## config.mk

```make
export PLATFORM = sky130hd
export DESIGN_NAME = toy_block_cipher_32bit
export DESIGN_NICKNAME = d
export VERILOG_FILES = /design/src/rtl/tbc_pkg.sv /design/src/rtl/toy_block_cipher_32bit.sv /design/src/rtl/tbc_round_cell.sv
export SDC_FILE = /design/constraint.sdc
export NUM_CORES = 1
export LEC_CHECK = 0
export BUFFER_PORTS_ARGS = -buffer_cell sky130_fd_sc_hd__buf_2
export CELL_PAD_IN_SITES_DETAIL_PLACEMENT = 1
export CELL_PAD_IN_SITES_GLOBAL_PLACEMENT = 1
export CORE_AREA = 2 2 295 369
export DETAILED_ROUTE_END_ITERATION = 6
export DIE_AREA = 0 0 297 371
export GPL_ROUTABILITY_DRIVEN = 0
export GPL_TIMING_DRIVEN = 0
export PLACE_DENSITY = 0.48
export SETUP_SLACK_MARGIN = 0.05
export SYNTH_ARGS = -nofsm -noshare
export SYNTH_HDL_FRONTEND = slang
export SYNTH_SLANG_ARGS = --single-unit
```

## constraint.sdc

```tcl
create_clock -name clk -period 5.2 [get_ports clk]
set_input_delay 0.52 -clock clk [delete_from_list [all_inputs] [get_ports clk]]
set_output_delay 0.52 -clock clk [all_outputs]
set_load 0.02 [all_outputs]
```

## src/rtl/tbc_pkg.sv

```systemverilog
// Shared types, constants and round functions for the 32-bit toy block cipher.
package tbc_pkg;

	localparam int BLOCK_W     = 32;
	localparam int NUM_KEYS    = 8;
	localparam int KEY_IDX_W   = 3;
	localparam int ROUNDS_DEF  = 4;

	localparam logic MODE_ENC = 1'b0;
	localparam logic MODE_DEC = 1'b1;

	localparam logic [7:0] SLICE_3 = 8'hC0;
	localparam logic [7:0] SLICE_2 = 8'h30;
	localparam logic [7:0] SLICE_1 = 8'h0C;
	localparam logic [7:0] SLICE_0 = 8'h03;

	localparam logic [7:0] MUL_ENC = 8'd27;
	localparam logic [7:0] MUL_DEC = 8'd19;

	// One block in flight; byte i of data is v[i] (byte a at bits 7:0).
	typedef struct packed {
		logic               valid;
		logic               mode;
		logic [BLOCK_W-1:0] data;
	} tbc_beat_t;

	function automatic logic [7:0] mul_byte(input logic [7:0] x, input logic [7:0] m);
		logic [15:0] p;
		p = 16'(x) * 16'(m);
		return p[7:0];
	endfunction

	function automatic logic [BLOCK_W-1:0] byte_swap(input logic [BLOCK_W-1:0] w);
		return {w[7:0], w[15:8], w[23:16], w[31:24]};
	endfunction

	function automatic logic [BLOCK_W-1:0] enc_round(input logic [BLOCK_W-1:0] w,
	                                                  input logic [BLOCK_W-1:0] k);
		logic [BLOCK_W-1:0] x;
		logic [7:0] e, f, g, h, m0, m1, m2, m3;
		x  = w ^ k;
		e  = x[7:0];
		f  = x[15:8];
		g  = x[23:16];
		h  = x[31:24];
		m0 = (e & SLICE_3) | (f & SLICE_2) | (g & SLICE_1) | (h & SLICE_0);
		m1 = (f & SLICE_3) | (g & SLICE_2) | (h & SLICE_1) | (e & SLICE_0);
		m2 = (g & SLICE_3) | (h & SLICE_2) | (e & SLICE_1) | (f & SLICE_0);
		m3 = (h & SLICE_3) | (e & SLICE_2) | (f & SLICE_1) | (g & SLICE_0);
		return {mul_byte(m3, MUL_ENC), mul_byte(m2, MUL_ENC),
		        mul_byte(m1, MUL_ENC), mul_byte(m0, MUL_ENC)};
	endfunction

	function automatic logic [BLOCK_W-1:0] dec_round(input logic [BLOCK_W-1:0] w,
	                                                  input logic [BLOCK_W-1:0] k);
		logic [7:0] e, f, g, h, m0, m1, m2, m3;
		e  = mul_byte(w[7:0],   MUL_DEC);
		f  = mul_byte(w[15:8],  MUL_DEC);
		g  = mul_byte(w[23:16], MUL_DEC);
		h  = mul_byte(w[31:24], MUL_DEC);
		m0 = (e & SLICE_3) | (h & SLICE_2) | (g & SLICE_1) | (f & SLICE_0);
		m1 = (f & SLICE_3) | (e & SLICE_2) | (h & SLICE_1) | (g & SLICE_0);
		m2 = (g & SLICE_3) | (f & SLICE_2) | (e & SLICE_1) | (h & SLICE_0);
		m3 = (h & SLICE_3) | (g & SLICE_2) | (f & SLICE_1) | (e & SLICE_0);
		return {m3, m2, m1, m0} ^ k;
	endfunction

endpackage

```

## src/rtl/toy_block_cipher_32bit.sv

```systemverilog
// Top level of the 32-bit toy block cipher: key registers and a chain of round cells.
// A block taken with start is registered in each round cell in turn and is on done once it leaves the last cell.
// Throughput: one block per cycle; busy stays low, one round cell per round.
// Each cell holds one block and hands it to the next cell every cycle.
// Reset (arst_n low) clears all round keys to zero and drops every beat in the chain.
// Results come out on done for one cycle; the receiver cannot stall them.
module toy_block_cipher_32bit
	import tbc_pkg::*;
#(
	parameter int ROUNDS = ROUNDS_DEF
)(
	input  logic                 clk,
	input  logic                 arst_n,
	// command side
	input  logic                 start,
	output logic                 busy,
	input  logic                 mode,
	input  logic [BLOCK_W-1:0]   block_in,
	// result side
	output logic                 done,
	output logic [BLOCK_W-1:0]   block_out,
	// key write port
	input  logic                 wr_en,
	input  logic [KEY_IDX_W-1:0] wr_index,
	input  logic [BLOCK_W-1:0]   wr_data
);

	// Round key file. Each cell reads fixed entries, so these stay flops.
	logic [BLOCK_W-1:0] keys_q [NUM_KEYS];

	always_ff @(posedge clk or negedge arst_n) begin
		if (!arst_n) begin
			for (int i = 0; i < NUM_KEYS; i++) begin
				keys_q[i] <= '0;
			end
		end else if (wr_en) begin
			keys_q[wr_index] <= wr_data;
		end
	end

	// The chain never backs up, so a new beat is taken every cycle.
	assign busy = 1'b0;

	// chain[0] is the incoming beat; chain[k+1] is the output of cell k.
	tbc_beat_t chain [ROUNDS+1];

	// Internal byte order has byte a in bits 7:0. Encrypt input carries a
	// in bits 31:24, so it is byte swapped; decrypt input is already in place.
	assign chain[0] = '{valid: start & ~busy,
	                    mode:  mode,
	                    data:  (mode == MODE_DEC) ? block_in : byte_swap(block_in)};

	// Cell k runs round k when encrypting and round ROUNDS-1-k when decrypting,
	// so the same chain serves both directions.
	for (genvar k = 0; k < ROUNDS; k++) begin : g_cell
		tbc_round_cell u_cell (
			.clk     (clk),
			.arst_n  (arst_n),
			.prev    (chain[k]),
			.key_enc (keys_q[KEY_IDX_W'(k)]),
			.key_dec (keys_q[KEY_IDX_W'(ROUNDS - 1 - k)]),
			.next    (chain[k+1])
		);
	end

	// Output: encrypt leaves a in bits 7:0, decrypt puts a in bits 31:24.
	assign done      = chain[ROUNDS].valid;
	assign block_out = (chain[ROUNDS].mode == MODE_DEC) ? byte_swap(chain[ROUNDS].data)
	                                                    : chain[ROUNDS].data;

	// A result beat only appears once an accepted command has passed through every round cell.
	a_done_has_cmd: assert property (@(posedge clk) disable iff (!arst_n)
		done |-> $past(start, ROUNDS))
		else $error("done without a command ROUNDS cycles earlier");

	a_no_cmd_no_done: assert property (@(posedge clk) disable iff (!arst_n)
		!$past(start, ROUNDS) |-> !done)
		else $error("done strobe with no matching command");

	a_mode_follows: assert property (@(posedge clk) disable iff (!arst_n)
		done |-> (chain[ROUNDS].mode == $past(mode, ROUNDS)))
		else $error("mode of result beat does not match its command");

endmodule

```

## src/rtl/tbc_round_cell.sv

```systemverilog
// One round cell: applies an encrypt or decrypt round and registers the beat.
module tbc_round_cell
	import tbc_pkg::*;
(
	input  logic               clk,
	input  logic               arst_n,
	input  tbc_beat_t          prev,
	input  logic [BLOCK_W-1:0] key_enc,
	input  logic [BLOCK_W-1:0] key_dec,
	output tbc_beat_t          next
);

	logic               valid_q;
	logic               mode_q;
	logic [BLOCK_W-1:0] data_q;
	logic [BLOCK_W-1:0] round_out;

	always_comb begin
		if (prev.mode == MODE_DEC) begin
			round_out = dec_round(prev.data, key_dec);
		end else begin
			round_out = enc_round(prev.data, key_enc);
		end
	end

	always_ff @(posedge clk or negedge arst_n) begin
		if (!arst_n) begin
			valid_q <= 1'b0;
		end else begin
			valid_q <= prev.valid;
		end
	end

	// payload needs no reset
	always_ff @(posedge clk) begin
		mode_q <= prev.mode;
		data_q <= round_out;
	end

	assign next = '{valid: valid_q, mode: mode_q, data: data_q};

endmodule
```

==> metrics.txt <==
I/O Pins=106; placed insts=approximately 3900; final cell count without fillers=3925; Core Region=0.107 mm^2; clk sinks=264; Worst Hold Class=input port to flip-flop; CTS tree=done; Slew Limit Headroom=a little under a third; Post-Syn Area per Cell=10.5 um^2; share of cells above drive strength 1=10.2%; largest net degree at the start of global routing=between 70 and 80; Synth area leader=ha_1; dominant cells by area after synthesis=ha_1 19%, dfrtp_1 14%, xnor2_1 13%; R2R Setup Slk=roughly 1.2 ns; starting density of the core=22.8%; met1 wire length=37300 um; DR iter-0 viols=629; # rows=between 100 and 150; CP Max Fanout=10; WP data required=around 5.6 ns; Final Setup Violations=0; r2r startpoint=g_cell[0].u_cell.data_q[10]$_DFF_P_; WP data arrival=5.27 ns; WL met2=48000 um; clock buffer depth=3; Synth top area share=18.9%; Overflow after GRT=0; Inserted Clock Buffers=35; Critical path buffers and inverters=7; Final min period=4.86 ns; Final Hold Vio Count=0; period utilisation layout=93.5%; final setup skew=0.0301 ns; Clk Latency, worst-skew pair=0.59 ns; Worst path slowest cell=fa_1; GRT Overall Usage=about 17%; Worst Max-Slew Pin Slew=1.03 ns; first-pass GRT wire length=around 130000 um; Pre-antenna DRT Iters=7; RR Endpoint=g_cell[1].u_cell.data_q[30]$_DFF_P_; fmax=0.206 GHz; slowest cell delay on critical path=0.48 ns; kind of critical path=input port to flip-flop; Cells after Synth=2322; top routing layer used=met4; FF-to-FF path depth=10; status=finished, final reports clean; NumNets Final=3049; # Max-Cap Violations=0; die width=297 um; Hold Path Sink=g_cell[0].u_cell.valid_q$_DFF_PN0_; antenna violations before repair=13; input/output buffers=between 100 and 150; vias in the first global route=19177; hold_sp=start; Synth cell types=31; routed len/inst=23.6 um; crit path cell chain=buf_2 > buf_6 > buf_2 > buf_2 > mux2_2 > xor2_1 > ha_1 > inv_1 > fa_1 > inv_1 > fa_1 > ha_1 > inv_1 > o21bai_1 > a21oi_1 > xnor3_1 > mux2i_1; FF+latch count, synth=264; Top Family by Delay on Critical Path=adder cells; ANT nets after route=0; # H-tree levels=2; CP Capture Type=flip-flop; Routed WL=92500 um; metal3 WL=between 2000 and 2500 um; pre-CTS setup slack=-0.239 ns; total die area=0.110 mm^2; vias after detailed routing=16758; Worst setup SP type=input port; Synth Warn #=0; Fill cells=12199; clock root cell=clkbuf_16; sequential area share after synthesis=24.4%; unrepaired setup endpoints after global routing=false; DIE HEIGHT=371 um; synthesized cell area=0.0243 mm^2; syn_nets=2906; synthesis-to-finish area growth=14.8%; Post-CTS Setup Bufs=0; vias per cell=4.27; detailed placer's ending HPWL=80000 um; final hold slack=0.0611 ns; Final WS setup=0.337 ns; Reg clk slew, reported paths=0.06 ns; cell depth of the worst hold path=1; fin util=26.2%; Final Max Tran Viols=0; # DRC=0
## area by class of cell
| type | instances | area [um^2] | area share, % |
|---|---|---|---|
| Multi-Input combinational cell | 1677 | 16900 | 60.6 |
| Sequential cell | 264 | 5950 | 21.3 |
| Tap cell | 1428 | 1790 | 6.39 |
| Inverter | 336 | 1260 | 4.51 |
| Clock buffer | 51 | 1060 | 3.80 |
| Timing Repair Buffer | 106 | 568 | 2.03 |
| Buffer | 45 | 198 | 0.708 |
| Clock inverter | 13 | 166 | 0.596 |
| Antenna cell | 5 | 12.5 | 0.0448 |
## registers in the layout, summed over array words and instances (netlist names)
name                   cells
g_cell.u_cell.data_q     128
g_cell.u_cell.valid_q      4
keys_q                   128
g_cell.u_cell.mode_q       4
## routing by layer
layer	GRT usage, %	vias to the layer above
met5	0	-
met4	8.28	0
met3	1.55	117
met2	31.7	246
met1	19.1	8521
li1	-	7874
## synth_stat cells
cell	number
nand2_1	24
clkbuf_1	23
nor3b_1	1
nor2_1	86
inv_1	336
buf_4	1
mux2i_2	3
o21ai_0	25
ha_1	368
xor2_1	166
xor2_2	1
o21bai_1	31
nand3_1	1
buf_1	6
mux2_1	105
conb_1	1
dfrtp_1	132
xnor2_1	359
xnor3_1	5
a21oi_1	173
nor2b_1	1
xnor2_4	1
dfxtp_1	132
mux2i_1	38
fa_1	144
buf_6	1
a211oi_1	3
mux2_2	73
a21o_1	63
xor3_1	5
buf_2	14
## what timing repair did
| action | CTS | global route |
|---|---|---|
| endpoints found under the hold margin | 40 | 0 |
| hold buffers | 1 | 0 |
| gates resized for setup | 0 | 0 |
## logic make-up after synthesis
kind of cell    Yosys count  synth area share [%]
xor+xnor                537                  20.0
fa+ha+maj               512                  30.8
buf+inv                 381                  5.99
compound gates          295                  7.06
flops                   264                  24.4
mux                     219                  9.97
simple gates            113                  1.77
other cells               1                0.0154
## layout by cell type (no fill, tap or decap), types with 25 or more instances in the layout
cell type | Yosys | final
clkbuf_1 | 23 | 32
o21ai_0 | 25 | 25
dfrtp_1 | 132 | 132
buf_2 | 14 | 117
ha_1 | 368 | 368
o21bai_1 | 31 | 31
a21oi_1 | 173 | 173
xor2_1 | 166 | 166
a21o_1 | 63 | 63
mux2_2 | 73 | 73
mux2i_1 | 38 | 38
clkbuf_16 | 0 | 40
fa_1 | 144 | 144
nor2_1 | 86 | 86
mux2_1 | 105 | 105
dfxtp_1 | 132 | 132
xnor2_1 | 359 | 359
inv_1 | 336 | 336
## through the flow
| stage | TNS [ns] | cell area (um^2) |
|---|---|---|
| after floorplan | 0 | 24300 |
| after global placement | -0.440 | 26700 |
| after detailed placement | -0.476 | 26700 |
| after CTS | 0 | 27900 |
| after global routing | 0 | 27900 |
| final | 0 | 27900 |
## worst register-to-register path, cell delays in order, from the launching register on
cell and delay [ns]:
dfxtp_1 0.60, xor2_1 0.39, ha_1 0.35, fa_1 0.55
inv_1 0.06, fa_1 0.54, inv_1 0.05, ha_1 0.33
a21oi_1 0.22, xor2_1 0.09, o21ai_0 0.66
## how the worst max path moves through the flow
| stage | startpoint | end | slack (ns) | cells past startpoint |
|---|---|---|---|---|
| 6_report | mode | g_cell[0].u_cell.data_q[31]$_DFF_P_ | 0.34 | 17 |
| 5_1_grt | mode | g_cell[0].u_cell.data_q[31]$_DFF_P_ | 0.10 | 17 |
| 4_1_cts | mode | g_cell[0].u_cell.data_q[31]$_DFF_P_ | 0.35 | 17 |
| 3_5_place_dp | mode | g_cell[0].u_cell.data_q[31]$_DFF_P_ | -0.24 | 17 |
| 3_3_place_gp | mode | g_cell[0].u_cell.data_q[31]$_DFF_P_ | -0.21 | 17 |
| 2_1_floorplan | mode | g_cell[0].u_cell.data_q[7]$_DFF_P_ | 0.98 | 17 |
Power is left out: the tool's default activity adds up to more than one toggle a clock period on the data nets, which glitch-free logic cannot reach.
